===== config.mk =====
export PLATFORM = sky130hd
export DESIGN_NAME = tgti_fifo
export DESIGN_NICKNAME = d
export VERILOG_FILES = /design/src/sv/tgti_fifo.sv
export SDC_FILE = /design/constraint.sdc
export NUM_CORES = 1
export LEC_CHECK = 0
export BUFFER_PORTS_ARGS = -buffer_cell sky130_fd_sc_hd__buf_2
export CAP_MARGIN = 10
export CORE_MARGIN = 2
export CORE_UTILIZATION = 39
export CTS_BUF_LIST = sky130_fd_sc_hd__clkbuf_4
export CTS_CLUSTER_SIZE = 40
export DETAILED_ROUTE_END_ITERATION = 16
export HOLD_SLACK_MARGIN = 0.1
export PLACE_DENSITY = 0.62
export SETUP_SLACK_MARGIN = 0.1
export SLEW_MARGIN = 20
export SYNTH_ARGS = -nofsm -noshare
export SYNTH_HDL_FRONTEND = slang
export SYNTH_SLANG_ARGS = --single-unit

===== constraint.sdc =====
create_clock -name clk -period 4.36 [get_ports clk]
set_input_delay 1.308 -clock clk [delete_from_list [all_inputs] [get_ports clk]]
set_output_delay 1.308 -clock clk [all_outputs]
set_load 0.02 [all_outputs]

===== src/sv/tgti_fifo.sv =====
// ----------------------------------------------------------------------------
// tgti_fifo
// Small register queue with valid/ready on both sides and an occupancy count.
// ----------------------------------------------------------------------------
module tgti_fifo #(
  parameter int WIDTH = 16,
  parameter int DEPTH = 4
) (
  input  logic                       clk,
  input  logic                       rst,
  input  logic                       in_valid,
  output logic                       in_ready,
  input  logic [WIDTH-1:0]           in_data,
  output logic                       out_valid,
  input  logic                       out_ready,
  output logic [WIDTH-1:0]           out_data,
  output logic [$clog2(DEPTH+1)-1:0] count
);

  localparam int PTR_W = $clog2(DEPTH);
  localparam int CNT_W = $clog2(DEPTH + 1);

  logic [WIDTH-1:0] slots [DEPTH];
  logic [PTR_W-1:0] wptr;
  logic [PTR_W-1:0] rptr;
  logic             push;
  logic             pop;

  // handshake
  assign in_ready  = (count != CNT_W'(DEPTH));
  assign out_valid = (count != '0);
  assign out_data  = slots[rptr];
  assign push      = in_valid && in_ready;
  assign pop       = out_valid && out_ready;

  // pointers and count
  always_ff @(posedge clk) begin
    if (rst) begin
      wptr  <= '0;
      rptr  <= '0;
      count <= '0;
    end else begin
      if (push) begin
        wptr <= (wptr == PTR_W'(DEPTH - 1)) ? '0 : wptr + 1'b1;
      end
      if (pop) begin
        rptr <= (rptr == PTR_W'(DEPTH - 1)) ? '0 : rptr + 1'b1;
      end
      count <= count + CNT_W'(push) - CNT_W'(pop);
    end
  end

  // storage
  always_ff @(posedge clk) begin
    if (push) begin
      slots[wptr] <= in_data;
    end
  end

endmodule


==> qor.csv <==
metric;value;unit
slew margin rel.;39.9;%
flop2flop setup slack;1890;ps
Leak Pwr;1.16;nW
Sink Count;73;
fmax;317;MHz
die height;88.6;µm
total core area;6870;µm²
count leader, synth;edfxtp_1;
distinct cell type count of the synthesized netlist;29;
asr flop ratio synth;0;%
Die ar.;7860;µm²
vias in the first global route;1411;
endpoints failing setup;0;
final max-slew violation count;0;
hold buffers post-CTS;0;
Port Buffer Count;40;
Synth top cells by count;edfxtp_1 (64), mux4_2 (16), dfxtp_1 (9), ha_1 (7), inv_1 (5);
count of nets after finishing;207;
DR vias/cell;4.83;
reg2reg path depth;10;
initial antenna violation count;0;
critical path launch point type;flip-flop;
GRT Total Usage;12.5;%
CTS tree;done;
first-pass GRT wire length;6960;µm
Setup CP Type;flip-flop to output pin;
Hold WS;511;ps
Final Hold Viols;0;
Avg WL per Cell;15.7;µm
Crit path max-delay family;flip-flops;
RSZ-0062 raised after global routing;false;
Worst Clk Skew;10.1;ps
# rows;30;
Syn Nets;161;
worst path bufs/invs;1;
Seq cells post-synth;73;
cell count after synthesis;133;
maxcap violations;0;
VDD IR max;286;µV
Synth area leader;edfxtp_1;
status;complete, no violations;
pin count of the biggest net entering global routing;17;
Starting Density;40.7;%
ranking of synthesized cells by area;edfxtp_1 (69%), mux4_2 (13%), dfxtp_1 (6.4%);
CP peak stage delay;860;ps
die width;88.6;µm
H-tree level count;3;
dpl hpwl;2840;µm
fin crit period;3150;ps
worst slew pin tran;901;ps
HP Start;rptr[0]$_SDFFE_PP0N_;
CP max stage cell;dfxtp_1;
Cell Count Post-Placement;264;
Final Cycle Share;72.3;%
Avg Cell Area, Syn;21.0;µm²
vias;1352;
register area share after synthesis;75.2;%
Yosys warning count;0;
share of cells above drive strength 1;43.5;%
Post-synth EDFFs;64;
Root Driver;clkbuf_4;
PostCTS Resize Cnt;0;
DRT Pass-1 Iters;4;
Iter 0 DRT Violations;106;
# DRC;0;
gpl congestion;0.711;
worst-skew pair later-pin latency;400;ps
area growth from synthesis to layout;16.1;%
Post-CTS Setup Inserts;0;
setup TNS;0;ps
critical path depth in cells;2;
area share of the largest cell type after synthesis;68.8;%
Worst EP required;3050;ps
I/O pin count;41;
power density cells;570;nW/µm²
Routed Wire Length;4380;µm
synthesized area;2790;µm²
CP Cell Sequence;mux4_2 -> buf_2;
Crit. End Element;output pin;
Cell Count, Final, Fillers Out;280;
Max clock buf depth;2;
antenna viol nets, final;0;
Hold Path Cell Cnt;2;
n_diodes;0;
r2r endpoint;count[2]$_SDFF_PP0_;
FF-to-FF Start;count[1]$_SDFF_PP0_;
global route overflow;0;
largest fanout on the critical path;16;
Worst EP arrival;1850;ps
Num CTS Buffers;9;
clock-pin transition on the worst setup and hold timing paths;100;ps
Hold WC Path Type;flip-flop to flip-flop;
Primary FF master, synth;edfxtp_1;
-- metrics by stage --
stage	cell area (µm²)	power [W]	utilization (%)	setup slack, ps
6_report	3240	0.00185	47.2	1210
5_1_grt	3240	0.00195	47.2	1080
4_1_cts	3240	0.00188	47.2	1130
3_5_place_dp	3090	0.00143	44.9	1260
3_3_place_gp	3090	0.00141	44.9	1360
2_1_floorplan	2790	0.00128	-	1500
-- final cells by class --
class / instances / area (µm²)
sequential: 73 / 2100
multi-input combinational: 49 / 637
inverter: 5 / 18.8
timing repair buffer: 41 / 208
tap: 96 / 120
clock buffer: 10 / 75.1
clock inverter: 6 / 82.6
fill: 582 / 3630
-- power breakdown --
| group | internal, W | switching (W) | total, W |
|---|---|---|---|
| sequential | 0.000859 | 0.0000458 | 0.000905 |
| clock | 0.000236 | 0.000217 | 0.000453 |
| combinational | 0.000212 | 0.000279 | 0.000490 |
| total | 0.00131 | 0.000541 | 0.00185 |
-- worst max-delay path by stage --
stage                   start                   to
finish              flip-flop          out_data[8]
global route        flip-flop          out_data[7]
CTS                 flip-flop          out_data[8]
detailed placement  out_ready  count[2]$_SDFF_PP0_
global placement    out_ready  count[2]$_SDFF_PP0_
floorplan           out_ready  count[2]$_SDFF_PP0_
-- worst min-delay path: stages (launching register included) --
cell	delay, ps
dfxtp_1	340
nand2_1	60
a21oi_1	70
-- per-layer routing --
| metal | share of wire (%) | GRT usage, % |
|---|---|---|
| met2 | 52 | 20.5 |
| met1 | 42 | 14.7 |
| met5 | 0 | 0 |
| met4 | 1.3 | 6.61 |
| met3 | 5.2 | 4.10 |
-- sequential cells by signal, indices dropped and copies added, names as in the netlist, named ones only --
name   cells
rptr       2
slots     64
count      3
wptr       2
-- logic make-up after synthesis --
logic type | count (synthesis) | synth area share [%]
AOI/OAI and AO/OA | 4 | 1.07
xor gates and xnor gates | 1 | 0.314
adders and majority gates | 8 | 3.85
buffers and inverters | 11 | 1.97
DFF | 73 | 75.2
muxes | 18 | 13.6
and+or+nand+nor | 18 | 3.94
-- layout by cell type, fill, tap and decap left out, types with 2 or more instances in the layout --
| master | n |
|---|---|
| bufinv_16 | 2 |
| clkbuf_4 | 10 |
| mux2i_1 | 2 |
| and3_2 | 3 |
| buf_2 | 40 |
| nand2b_1 | 2 |
| inv_1 | 5 |
| dfxtp_1 | 9 |
| mux4_2 | 16 |
| or3_1 | 2 |
| ha_1 | 7 |
| edfxtp_1 | 64 |
| clkinv_2 | 3 |
| nor2_1 | 3 |
Note: power is estimated with default switching activity, not from simulation.
