**src/sv/tgti_pkg.sv**
```systemverilog
// ----------------------------------------------------------------------------
// tgti_pkg
// Shared types and constants for the terrain grid triangle interpolator.
// ----------------------------------------------------------------------------
package tgti_pkg;

  // field widths
  localparam int SIDE_W   = 11;
  localparam int FIELD_W  = 20;
  localparam int SAMPLE_W = 16;
  localparam int PROD_W   = FIELD_W + SIDE_W;

  // parameter defaults
  localparam int DEF_MAX_GRID_SIDE = 1024;
  localparam int DEF_FRAC_BITS     = 20;

  // grid side register
  localparam logic [SIDE_W-1:0] SIDE_RESET = 11'd1024;
  localparam logic [SIDE_W-1:0] SIDE_MIN   = 11'd2;

  // queue depths
  localparam int QUEUE_DEPTH = 4;
  localparam int OUT_DEPTH   = 8;

  // no-data codes and their replacement
  localparam logic signed [SAMPLE_W-1:0] NODATA_VOID = 16'sh8000;
  localparam logic signed [SAMPLE_W-1:0] NODATA_SEA  = -16'sd500;
  localparam logic signed [SAMPLE_W-1:0] NODATA_FILL = -16'sd1;

  // saturation limits of the result
  localparam logic signed [SAMPLE_W-1:0] ALT_MAX = 16'sh7fff;
  localparam logic signed [SAMPLE_W-1:0] ALT_MIN = 16'sh8000;

  // item kinds
  typedef enum logic {
    MODE_LOAD  = 1'b0,
    MODE_QUERY = 1'b1
  } mode_t;

  // classified item handed from front to back
  typedef struct packed {
    logic                is_query;
    logic [SIDE_W-1:0]   col;
    logic [SIDE_W-1:0]   row;
    logic                edge_x;
    logic                edge_y;
    logic                upper;
    logic [FIELD_W-1:0]  load_index;
    logic [SAMPLE_W-1:0] load_value;
  } q_hdr_t;

endpackage

```
**src/sv/tgti_front.sv**
```systemverilog
// ----------------------------------------------------------------------------
// tgti_front
// Accepts items, scales query fractions by the grid side and classifies them
// into cell, in-cell fraction, edge and triangle before queueing.
// ----------------------------------------------------------------------------
module tgti_front #(
  parameter int MAX_GRID_SIDE = tgti_pkg::DEF_MAX_GRID_SIDE,
  parameter int FRAC_BITS     = tgti_pkg::DEF_FRAC_BITS
) (
  input  logic                         clk,
  input  logic                         rst,
  input  logic [tgti_pkg::SIDE_W-1:0]  side,
  input  logic                         in_valid,
  output logic                         in_ready,
  input  logic                         mode,
  input  logic [tgti_pkg::FIELD_W-1:0] sample_index,
  input  logic signed [tgti_pkg::SAMPLE_W-1:0] sample_value,
  input  logic [tgti_pkg::FIELD_W-1:0] lon_frac,
  input  logic [tgti_pkg::FIELD_W-1:0] lat_frac,
  output logic                         q_valid,
  input  logic                         q_ready,
  output tgti_pkg::q_hdr_t             q_hdr,
  output logic [FRAC_BITS-1:0]         q_fx,
  output logic [FRAC_BITS-1:0]         q_fy
);

  import tgti_pkg::*;

  localparam longint unsigned STORE_DEPTH = longint'(MAX_GRID_SIDE) * longint'(MAX_GRID_SIDE);

  logic                fv;
  logic                f_query;
  logic [FIELD_W-1:0]  f_index;
  logic [SAMPLE_W-1:0] f_value;
  logic [PROD_W-1:0]   f_cx;
  logic [PROD_W-1:0]   f_cy;

  logic                in_xfer;
  logic                is_query;
  logic                load_ok;
  logic [SIDE_W-1:0]   side_m1;
  logic [PROD_W-1:0]   col_raw;
  logic [PROD_W-1:0]   row_raw;
  logic [SIDE_W-1:0]   col;
  logic [SIDE_W-1:0]   row;

  // intake
  assign in_ready = !fv || q_ready;
  assign in_xfer  = in_valid && in_ready;
  assign is_query = (mode == MODE_QUERY);
  assign load_ok  = (64'(sample_index) < STORE_DEPTH);

  // loads outside the store are dropped here
  always_ff @(posedge clk) begin
    if (rst) begin
      fv <= 1'b0;
    end else if (in_ready) begin
      fv <= in_valid && (is_query || load_ok);
    end
  end

  // scale fractions by the grid side
  always_ff @(posedge clk) begin
    if (in_xfer) begin
      f_query <= is_query;
      f_index <= sample_index;
      f_value <= sample_value;
      f_cx    <= PROD_W'(lon_frac) * PROD_W'(side);
      f_cy    <= PROD_W'(lat_frac) * PROD_W'(side);
    end
  end

  // cell index, clamped to the last cell
  assign side_m1 = side - 1'b1;
  assign col_raw = f_cx >> FRAC_BITS;
  assign row_raw = f_cy >> FRAC_BITS;
  assign col     = (col_raw > PROD_W'(side_m1)) ? side_m1 : col_raw[SIDE_W-1:0];
  assign row     = (row_raw > PROD_W'(side_m1)) ? side_m1 : row_raw[SIDE_W-1:0];

  // classified item
  assign q_valid = fv;
  assign q_fx    = f_cx[FRAC_BITS-1:0];
  assign q_fy    = f_cy[FRAC_BITS-1:0];

  always_comb begin
    q_hdr            = '0;
    q_hdr.is_query   = f_query;
    q_hdr.col        = col;
    q_hdr.row        = row;
    q_hdr.edge_x     = (col == side_m1);
    q_hdr.edge_y     = (row == side_m1);
    q_hdr.upper      = (q_fx > q_fy);
    q_hdr.load_index = f_index;
    q_hdr.load_value = f_value;
  end

endmodule

```
**config.mk**
```make
export PLATFORM = sky130hd
export DESIGN_NAME = tgti_front
export DESIGN_NICKNAME = d
export VERILOG_FILES = /design/src/sv/tgti_pkg.sv /design/src/sv/tgti_front.sv
export SDC_FILE = /design/constraint.sdc
export NUM_CORES = 1
export LEC_CHECK = 0
export BUFFER_PORTS_ARGS = -buffer_cell sky130_fd_sc_hd__buf_2
export CAP_MARGIN = 20
export CORE_ASPECT_RATIO = 1.1
export CORE_MARGIN = 1.5
export CORE_UTILIZATION = 63
export CTS_BUF_LIST = sky130_fd_sc_hd__clkbuf_8
export CTS_CLUSTER_DIAMETER = 30
export DETAILED_ROUTE_END_ITERATION = 8
export PLACE_DENSITY = 0.85
export RECOVER_POWER = 50
export SYNTH_ARGS = -nofsm -noshare
export SYNTH_HDL_FRONTEND = slang
export SYNTH_SLANG_ARGS = --single-unit
```
**constraint.sdc**
```tcl
create_clock -name clk -period 6.61 [get_ports clk]
set_input_delay 0.661 -clock clk [delete_from_list [all_inputs] [get_ports clk]]
set_output_delay 0.661 -clock clk [all_outputs]
set_load 0.005 [all_outputs]
```
==> summary.txt, run 1 <==
Clock network
  • Post-CTS Setup Repair Bufs: 0
  • CTS tree: built
  • CTS Buf Count: 9
  • Worst-path clk slew: around 0.13 ns
  • Post-cts resize count: 0
  • Maximum root-to-sink buffer count: 2
  • CTS Sinks: 100
  • Worst-Skew Late Latency: 0.42 ns
  • H-tree lvl count: 3
  • CTS root buffer: clkbuf_8
  • CTS hold repair buffers: 0

STA
  • Fin. max-slew vios: 38
  • Final hold slack: approximately 0.37 ns
  • Min Tclk post-route: 6.06 ns
  • Clock Skew: 0.0139 ns
  • Slew headroom: -80.8%
  • RSZ-0062 raised after global routing: no
  • Worst-Margin Slew: ~2.7 ns
  • Hold Vio Cnt, Final: 0
  • Finish-stage setup viols: 0
  • Worst Setup Slack, final: 0.548 ns
  • Fmax achieved: 165 MHz
  • Setup_tns: 0 ns
  • Period utilization: 91.7%

Die
  • Core area: 29,400 um2
  • Full die area: 30,800 um2
  • Die H: 184 um
  • I/O Pins: 196
  • Initial core utilization: 63.7%
  • Cell Rows: 66
  • Die width: approximately 170 um

Pwr
  • Share of total power in the clock network: ~4.7%
  • Internal: between 4 and 5 mW
  • Switching power: 5.03 mW
  • Worst VDD drop: ~0.00043 V
  • PD cells: approximately 500 nW/um2
  • Pleak: 9.75 nW
  • Sequential power share: between 10% and 20%
  • Net Sw Frac: between 50 and 60%
  • Logic pwr share: about 80%

Placed design
  • Final RePlAce weighted congestion: 0.895
  • HPWL after DPL: 36,100 um
  • Port Buffer Count: 195
  • Area after DPL: 19,700 um2
  • Pre-CTS setup slack: 0.195 ns

Synthesis
  • Leading area contributor after synthesis: fa_1
  • Synth Area in XOR/XNOR: 3.74%
  • Post-synth top cells: 343 x inv_1, 322 x fa_1, 309 x nand2_1
  • Mapped Area: 18,700 um2
  • Top_reg_cell synth: edfxtp_1
  • Synth warn: 0
  • Register bit total from synthesis: 100
  • Area contributors post-synth: fa_1 34%, edfxtp_1 16%, ha_1 12%
  • Post-synth cell types: 59
  • Post-synth EDFFs: 99
  • Net Count, Synth: 2,597
  • Multiplexer area fraction after synthesis: 0.0534%
  • Synth Instances: about 2,000
  • Seq/Total Area, Yosys: 16.0%
  • Synth top area share: 34.4%
  • Most frequent cell after synthesis: inv_1
  • Simple-gate share of the synthesized area: 16.2%
  • Syn avg cell area: 9.36 um2
  • Synth async-reset ratio: 0%
  • Post-synthesis compound-gate area fraction: 6.95%
  • Largest family of logic cells by synthesized area: adder cells
  • Adder-Cell Fraction of Synth Area: between 40% and 50%

Detailed routing
  • Drt wl/cell: 18.2 um
  • DR pass1 iterations: 5
  • Routed Antenna Nets: 0
  • Drt initial violations: roughly 910
  • Vias per Instance: 5.75
  • DRC viols: 0
  • Routed WL: 44,700 um
  • Vias: 14,169

Worst hold path
  • Hold_sp: rst
  • Worst hold path type: input port to flip-flop

Worst setup path
  • Crit start category: input port
  • CP max stage cell: buf_2
  • CP endpoint kind: flip-flop
  • CP max stage delay: 0.57 ns
  • Worst Setup SP: side[6]
  • CP bufs+invs: 4
  • CP Data Arrival Time: 6.26 ns
  • Reg-to-reg startpoint: q_valid
  • Kind of critical path: input port to flip-flop
  • Worst-path fanout max: 35
  • Crit-path cells: buf_2, nand2_1, fa_1, inv_1, fa_1, fa_1, fa_1, inv_1, fa_1, inv_1, ha_1, a21oi_1, nor2_1, o21ai_0, nand2_1, a211oi_1, o31ai_1, a21oi_1, xnor2_1
  • CP dominant cell by count: fa_1
  • Critical path's top delay family: adder cells
  • Critical path required time: 6.81 ns

Layout
  • Fin area: 19,800 um2
  • Share of layout cells above drive strength 1: 10.3%
  • Final #Nets: 2,679
  • Register area: 2990 um2
  • Ant diodes: 0
  • FILL cells: around 2,300
  • Multi-input logic area: 13,800 um2
  • Synth-to-Final Area Change: 5.94%

Global route
  • Pin count of the biggest net entering global routing: 64
  • Initial antenna violation count: 0
  • First-pass GRT wire length: 73,800 um
  • Global route overflow: 0
  • Global Route Usage Sum: 30.9%
  • Number of global-route vias before repair: roughly 15,000

Flow run
  • Max Cap Viol: 1

Status
  • Status: finished with violations
  • Failing checks: capacitance limit, slew limit
-- placed cells by master (no fill, tap or decap), types with 8 or more instances in the layout --
cell / count
and2_1: 181
a211oi_1: 10
o211ai_1: 8
a21oi_1: 70
buf_2: 162
nand3_1: 17
fa_1: 322
ha_1: 181
inv_1: 343
clkbuf_8: 9
nand4_1: 19
xnor2_1: 49
buf_4: 16
xor2_1: 31
a21o_1: 26
nor3_1: 8
nand2b_1: 11
nor2b_1: 9
nand2_1: 309
o21ai_0: 41
clkbuf_1: 33
nor2_1: 45
edfxtp_1: 99
-- path summary, 6_finish.rpt --
path / to / slack, ns / cells past startpoint
hold / removal: q_valid / 0.37 / 2
setup reg to reg: f_cy[14] / 2.90 / 3
setup / recovery: f_cx[30] / 0.55 / 19
hold reg to reg: q_valid / 0.55 / 2
-- state kept, by name, summed over array words and instances, names as in the netlist --
name / cells
f_value: 16
f_index: 20
f_cy: 31
f_cx: 31
f_query: 1
q_valid: 1
-- power by group through the flow --
stage	Clock, mW	Combinational (mW)	Sequential (mW)
2_1_floorplan	0	5.91	1.38
3_3_place_gp	0	7.38	1.49
3_5_place_dp	0	7.70	1.49
4_1_cts	0.470	7.77	1.48
5_1_grt	0.491	8.80	1.49
6_report	0.462	7.80	1.48
-- logic make-up (layout without fill, tap and decap cells) --
logic type                 count (synthesis)  count (layout)
xor gates and xnor gates                  80              80
and+or+nand+nor                          627             627
buffers and inverters                    488             575
DFF                                      100             100
muxes                                      1               1
AOI/OAI and AO/OA                        203             203
adders and majority gates                503             503
-- layer usage --
| layer | routed length, um | track usage [%] | up-vias |
|---|---|---|---|
| met5 | 0 | 0 | - |
| met4 | 2900 | 19.9 | 0 |
| met3 | 3290 | 5.02 | 183 |
| met2 | 22400 | 54.4 | 659 |
| met1 | 16100 | 35.1 | 6975 |
| li1 | - | - | 6352 |
-- final cells by class --
class | count | share of cell area (%)
clock buffers | 9 | 0.624
clock inverters | 7 | 0.504
inverters | 343 | 6.49
multi-input cells | 1414 | 69.3
flip-flops and latches | 100 | 15.1
well taps | 374 | 2.36
repair buffers | 216 | 5.65
-- through the flow --
stage                     power, mW  util, %  instances
final                          9.74     67.5       2463
after global routing           10.8     67.5       2463
after CTS                      9.72     67.7       2462
after detailed placement       9.19     66.9       2446
after global placement         8.87     66.9       2446
after floorplan                7.29        -       2002
Note: power is estimated with default switching activity, not from simulation.
==> run 2, diff against run 1 <==
--- a/config.mk
+++ b/config.mk
@@ -7,13 +7,15 @@
 export LEC_CHECK = 0
 export BUFFER_PORTS_ARGS = -buffer_cell sky130_fd_sc_hd__buf_2
 export CAP_MARGIN = 20
+export CELL_PAD_IN_SITES_DETAIL_PLACEMENT = 1
+export CELL_PAD_IN_SITES_GLOBAL_PLACEMENT = 1
 export CORE_ASPECT_RATIO = 1.1
 export CORE_MARGIN = 1.5
-export CORE_UTILIZATION = 63
+export CORE_UTILIZATION = 49
 export CTS_BUF_LIST = sky130_fd_sc_hd__clkbuf_8
 export CTS_CLUSTER_DIAMETER = 30
 export DETAILED_ROUTE_END_ITERATION = 8
-export PLACE_DENSITY = 0.85
+export PLACE_DENSITY_LB_ADDON = 0.1
 export RECOVER_POWER = 50
 export SYNTH_ARGS = -nofsm -noshare
 export SYNTH_HDL_FRONTEND = slang
==> summary.txt, run 2 (synthesis gave the netlist of run 1 again) <==
Global route
  • Pin count of the biggest net entering global routing: 71
  • Global Route Usage Sum: 28.2%
  • Initial antenna violation count: 1
  • Global route overflow: 0
  • First-pass GRT wire length: around 85,000 um
  • Number of global-route vias before repair: 16,142

STA
  • Clock Skew: 0.0142 ns
  • Period utilization: 91.8%
  • Worst-Margin Slew: 4.58 ns
  • Setup_tns: 0 ns
  • Fin. max-slew vios: 102
  • Final hold slack: 0.350 ns
  • Hold Vio Cnt, Final: 0
  • Fmax achieved: about 160 MHz
  • Min Tclk post-route: 6.07 ns
  • Slew headroom: -205%
  • Worst Setup Slack, final: 0.545 ns
  • RSZ-0062 raised after global routing: no
  • Finish-stage setup viols: 0

Layout
  • Final #Nets: around 2,700
  • Registers with the most flip-flops: f_cx (31), f_cy (31), f_index (20)
  • FILL cells: about 4,400
  • Multi-input logic area: 13,800 um2
  • Commonest non-fill, non-tap cells in the layout: 343 x inv_1, 322 x fa_1, 309 x nand2_1, 182 x and2_1, 181 x ha_1
  • Most common cell after layout, fill and taps aside: inv_1
  • Fin area: roughly 20,000 um2
  • Share of layout cells above drive strength 1: 10.8%
  • Synth-to-Final Area Change: 6.89%
  • Register area: 2990 um2

Detailed routing
  • DR pass1 iterations: 4
  • Routed WL: 52,200 um
  • Drt wl/cell: 20.1 um
  • Vias: around 14,000
  • Vias per Instance: between 5 and 6
  • Drt initial violations: 590
  • Routed Antenna Nets: 0
  • DRC viols: 0

Worst setup path
  • Worst-path fanout max: 21
  • CP endpoint kind: flip-flop
  • Critical path required time: a little under 7 ns
  • Crit start category: input port
  • Kind of critical path: input port to flip-flop
  • CP Data Arrival Time: 6.27 ns

Placed design
  • Pre-CTS setup slack: 0.178 ns
  • HPWL after DPL: 41,600 um
  • Port Buffer Count: between 150 and 200
  • Area after DPL: 19,800 um2
  • Final RePlAce weighted congestion: about 0.82

Pwr
  • Pleak: 9.78 nW
  • Power consumption: between 9 and 10 mW
  • Worst VDD drop: 0.000308 V
  • PD cells: 489 nW/um2

Worst hold path
  • Worst hold path type: input port to flip-flop

Die
  • I/O Pins: 196
  • Core area: 37,400 um2
  • Die width: ~190 um
  • Initial core utilization: 50.1%
  • Full die area: approximately 40,000 um2
  • Die H: 208 um
  • Cell Rows: 74

Clock network
  • CTS Sinks: 100
  • Maximum root-to-sink buffer count: 2
  • CTS Buf Count: 9
  • Post-CTS Setup Repair Bufs: 0
  • H-tree lvl count: 3
  • CTS root buffer: clkbuf_8
  • CTS tree: built
  • Worst-path clk slew: 0.13 ns
  • Post-cts resize count: 0
  • CTS hold repair buffers: 0
  • Worst-Skew Late Latency: 0.44 ns

Status
  • Failing checks: capacitance limit, slew limit
  • Status: finished with violations

Flow run
  • Max Cap Viol: 2
run 2: critical path, stage by stage:
cell,delay [ns]
buf_2,0.48
nand2_1,0.16
fa_1,0.51
fa_1,0.52
inv_1,0.07
fa_1,0.50
fa_1,0.49
inv_1,0.05
fa_1,0.48
inv_1,0.05
ha_1,0.36
a211oi_1,0.23
nand2_1,0.10
o21ai_0,0.39
nand2_1,0.22
a211oi_1,0.49
o31ai_1,0.17
a21oi_1,0.22
xnor2_1,0.09
run 2: report_power, final:
group	internal, mW	total [mW]	switching [mW]
Combinational	3.29	7.86	4.57
Clock	0.154	0.452	0.298
Sequential	1.27	1.49	0.215
Total	4.72	9.80	5.08
run 2: through the flow:
step	instances	utilization [%]
after floorplan	2002	-
after global placement	2570	53.1
after detailed placement	2570	53.1
after CTS	2586	53.6
after global routing	2587	53.5
final	2589	53.5
run 2: path summary, 6_finish.rpt:
path,slack (ns),from,endpoint,depth (start not counted)
max,0.54,side[3],f_cx[30],19
min,0.35,rst,q_valid,2
max reg2reg,1.63,q_valid,f_cy[28],3
min reg2reg,0.59,q_valid,q_valid,2
run 2: area by class of cell:
| type | count | area share, % |
|---|---|---|
| Tap cell | 494 | 3.09 |
| Multi-Input combinational cell | 1414 | 68.7 |
| Inverter | 343 | 6.43 |
| Antenna cell | 2 | 0.0250 |
| Clock buffer | 9 | 0.619 |
| Clock inverter | 7 | 0.406 |
| Sequential cell | 100 | 14.9 |
| Timing Repair Buffer | 220 | 5.81 |
run 2: metal layers:
| metal | wire length, um | up-vias | global-route usage [%] | share of wire, % |
|---|---|---|---|---|
| li1 | - | 6342 | - | - |
| met1 | 20800 | 7271 | 32.8 | 40 |
| met2 | 27500 | 327 | 52.1 | 53 |
| met3 | 1960 | 96 | 4.18 | 3.8 |
| met4 | 1930 | 0 | 10.3 | 3.7 |
| met5 | 0 | - | 0 | 0 |
==> run 3, diff against run 2 <==
--- a/config.mk
+++ b/config.mk
@@ -5,13 +5,14 @@
 export SDC_FILE = /design/constraint.sdc
 export NUM_CORES = 1
 export LEC_CHECK = 0
+export ABC_AREA = 1
 export BUFFER_PORTS_ARGS = -buffer_cell sky130_fd_sc_hd__buf_2
 export CAP_MARGIN = 20
 export CELL_PAD_IN_SITES_DETAIL_PLACEMENT = 1
 export CELL_PAD_IN_SITES_GLOBAL_PLACEMENT = 1
 export CORE_ASPECT_RATIO = 1.1
 export CORE_MARGIN = 1.5
-export CORE_UTILIZATION = 49
+export CORE_UTILIZATION = 47
 export CTS_BUF_LIST = sky130_fd_sc_hd__clkbuf_8
 export CTS_CLUSTER_DIAMETER = 30
 export DETAILED_ROUTE_END_ITERATION = 8
==> summary.txt, run 3 <==
Status
  • Status: finished with violations
  • Failing checks: capacitance limit, slew limit

Synthesis
  • Synth Instances: 2,435
  • Top_reg_cell synth: edfxtp_1
  • Area contributors post-synth: fa_1 33%, edfxtp_1 15%, nand2_1 12%
  • Syn avg cell area: 8.12 um2
  • Leading area contributor after synthesis: fa_1
  • Synth async-reset ratio: 0%
  • Mapped Area: 19,800 um2
  • Post-synth EDFFs: slightly below 100
  • Net Count, Synth: 3,030
  • Post-synth cell types: between 50 and 60
  • Synth top area share: 32.6%
  • Most frequent cell after synthesis: nand2_1
  • Seq/Total Area, Yosys: 15.1%
  • Synth warn: 0
  • Register bit total from synthesis: 100
  • Post-synth top cells: 634 x nand2_1, 593 x inv_1, 322 x fa_1

Placed design
  • Final RePlAce weighted congestion: approximately 0.89
  • HPWL after DPL: 50,500 um
  • Placed cells: 3,078
  • Port Buffer Count: around 200

STA
  • Slew headroom: -33.4%
  • Hold Vio Cnt, Final: 0
  • Fmax achieved: 172 MHz
  • Period utilization: ~88%
  • Worst-Margin Slew: 2.00 ns
  • RSZ-0062 raised after global routing: no
  • Clock Skew: 0.0221 ns
  • Min Tclk post-route: ~5.8 ns
  • Setup_tns: 0 ns
  • Finish-stage setup viols: 0
  • Fin. max-slew vios: 57

Worst setup path
  • Reg-to-reg startpoint: q_valid
  • CP endpoint: f_cx[21]
  • Worst Setup SP: side[2]
  • Worst R2R Setup Slack: 3.19 ns
  • CP Data Arrival Time: 5.99 ns
  • Crit start category: input port
  • Reg2reg end: f_index[16]
  • CP endpoint kind: flip-flop
  • Worst-path fanout max: 20
  • Reg2reg path depth: 3
  • Kind of critical path: input port to flip-flop
  • Critical path required time: between 6 and 7 ns

Detailed routing
  • DR pass1 iterations: 5
  • DRC viols: 0
  • Routed Antenna Nets: 0
  • Drt wl/cell: 19.6 um
  • Vias per Instance: 5.20
  • Routed WL: 60,500 um
  • Drt initial violations: 724
  • Vias: 16,080

Clock network
  • CTS tree: built
  • CTS root buffer: clkbuf_8
  • Worst-path clk slew: ~0.13 ns
  • H-tree lvl count: 3
  • CTS Sinks: 100
  • CTS Buf Count: 9
  • Post-CTS Setup Repair Bufs: 0
  • Post-cts resize count: 0
  • CTS hold repair buffers: 0
  • Worst-Skew Late Latency: 0.42 ns
  • Maximum root-to-sink buffer count: 2

Pwr
  • Switching power: 6.28 mW
  • Net Sw Frac: 58.1%
  • PD cells: 511 nW/um2
  • Pleak: about 12 nW
  • Internal: around 4.5 mW
  • Share of total power in the clock network: 4.0%
  • Sequential power share: 13.9%
  • Power consumption: 10.8 mW
  • Logic pwr share: ~82%
  • Worst VDD drop: 0.000309 V

Global route
  • Global Route Usage Sum: 29.0%
  • First-pass GRT wire length: 96,200 um
  • Number of global-route vias before repair: roughly 18,000
  • Initial antenna violation count: 2
  • Pin count of the biggest net entering global routing: 66
  • Global route overflow: 0

Die
  • Cell Rows: 78
  • Core area: between 40,000 and 50,000 um2
  • Die width: slightly below 200 um
  • Full die area: 43,300 um2
  • Initial core utilization: a little under half
  • Die H: between 200 and 250 um
  • I/O Pins: 196

Layout
  • Non-filler instance count after layout: 3,095
  • Registers with the most flip-flops: f_cx (31), f_cy (31), f_index (20)
  • Most common cell after layout, fill and taps aside: nand2_1
  • Final #Nets: between 3,000 and 4,000
  • Synth-to-Final Area Change: 7.04%
  • Commonest non-fill, non-tap cells in the layout: 634 x nand2_1, 593 x inv_1, 322 x fa_1, 181 x ha_1, 143 x buf_2
  • Share of layout cells above drive strength 1: 9.00%

Worst hold path
  • Hold_sp: rst
  • Worst hold path type: input port to flip-flop

Flow run
  • Max Cap Viol: 2
## run 3: cell types whose count changed after synthesis, sizes merged, moves of 10 or more
cell    before  now
a211oi      11    1
xnor2       49   17
nand2b      11    0
and2       184    1
nand2      309  642
inv        343  606
nand3b       1   14
o21ai       48   67
a21o        27   10
nor2        46   70
a21oi       74   85
nand3       18   71
## run 3: metrics by stage
stage	setup slack [ns]	utilization, %	hold slack, ns	instance area (um2)
4_1_cts	0.963	51.3	0.352	21200
3_3_place_gp	0.558	50.8	0.529	21000
2_1_floorplan	0.540	-	0.507	19800
6_report	0.811	51.2	0.380	21200
3_5_place_dp	0.514	50.8	0.553	21000
5_1_grt	0.499	51.1	0.366	21200
## run 3: kinds of logic after synthesis
logic type      Yosys count  share of synthesized area (%)
simple gates            837                           17.5
xor+xnor                 57                           2.70
fa+ha+maj               503                           44.1
buf+inv                 752                           15.4
compound gates          186                           5.19
flops                   100                           15.1
## run 3: area by class of cell
cell class | instances | area, um2
diodes | 1 | 2.50
clock buffers | 9 | 124
clock inverters | 7 | 91.3
fillers | 5202 | 20200
inverters | 608 | 2290
multi-input cells | 1583 | 13700
flip-flops and latches | 100 | 2990
well taps | 560 | 701
repair buffers | 227 | 1230
## run 3: how the worst min path moves through the flow
stage	endpoint	slack, ns	cells past startpoint
after floorplan	q_valid	0.51	2
after global placement	q_valid	0.53	2
after detailed placement	q_valid	0.55	2
after CTS	q_valid	0.35	2
after global routing	q_valid	0.37	2
final	q_valid	0.38	2
## run 3: power groups by stage
stage | clock network, mW | registers [mW] | logic, mW
detailed placement | 0 | 1.52 | 8.78
CTS | 0.442 | 1.50 | 8.85
global route | 0.454 | 1.52 | 10.0
floorplan | 0 | 1.38 | 6.09
finish | 0.431 | 1.50 | 8.87
global placement | 0 | 1.52 | 8.52
## run 3: routing by layer
| layer | part of all wire, % | vias to the layer above | track usage, % |
|---|---|---|---|
| li1 | - | 7415 | - |
| met1 | 43 | 8118 | 36.9 |
| met2 | 49 | 445 | 51.2 |
| met3 | 5.5 | 100 | 3.72 |
| met4 | 3.0 | 2 | 8.69 |
| met5 | 0.028 | - | 0 |
## run 3: worst max-delay path: stages
cell and delay (ns):
buf_2 0.44, buf_12 0.24, nand2_1 0.09, fa_1 0.52
fa_1 0.52, inv_1 0.06, fa_1 0.52, fa_1 0.50
inv_1 0.05, fa_1 0.47, inv_1 0.04, ha_1 0.35
nand2_1 0.10, inv_1 0.08, nand3_1 0.10, nor3_1 0.38
nand4_1 0.21, nand3_1 0.24, xor2_1 0.40
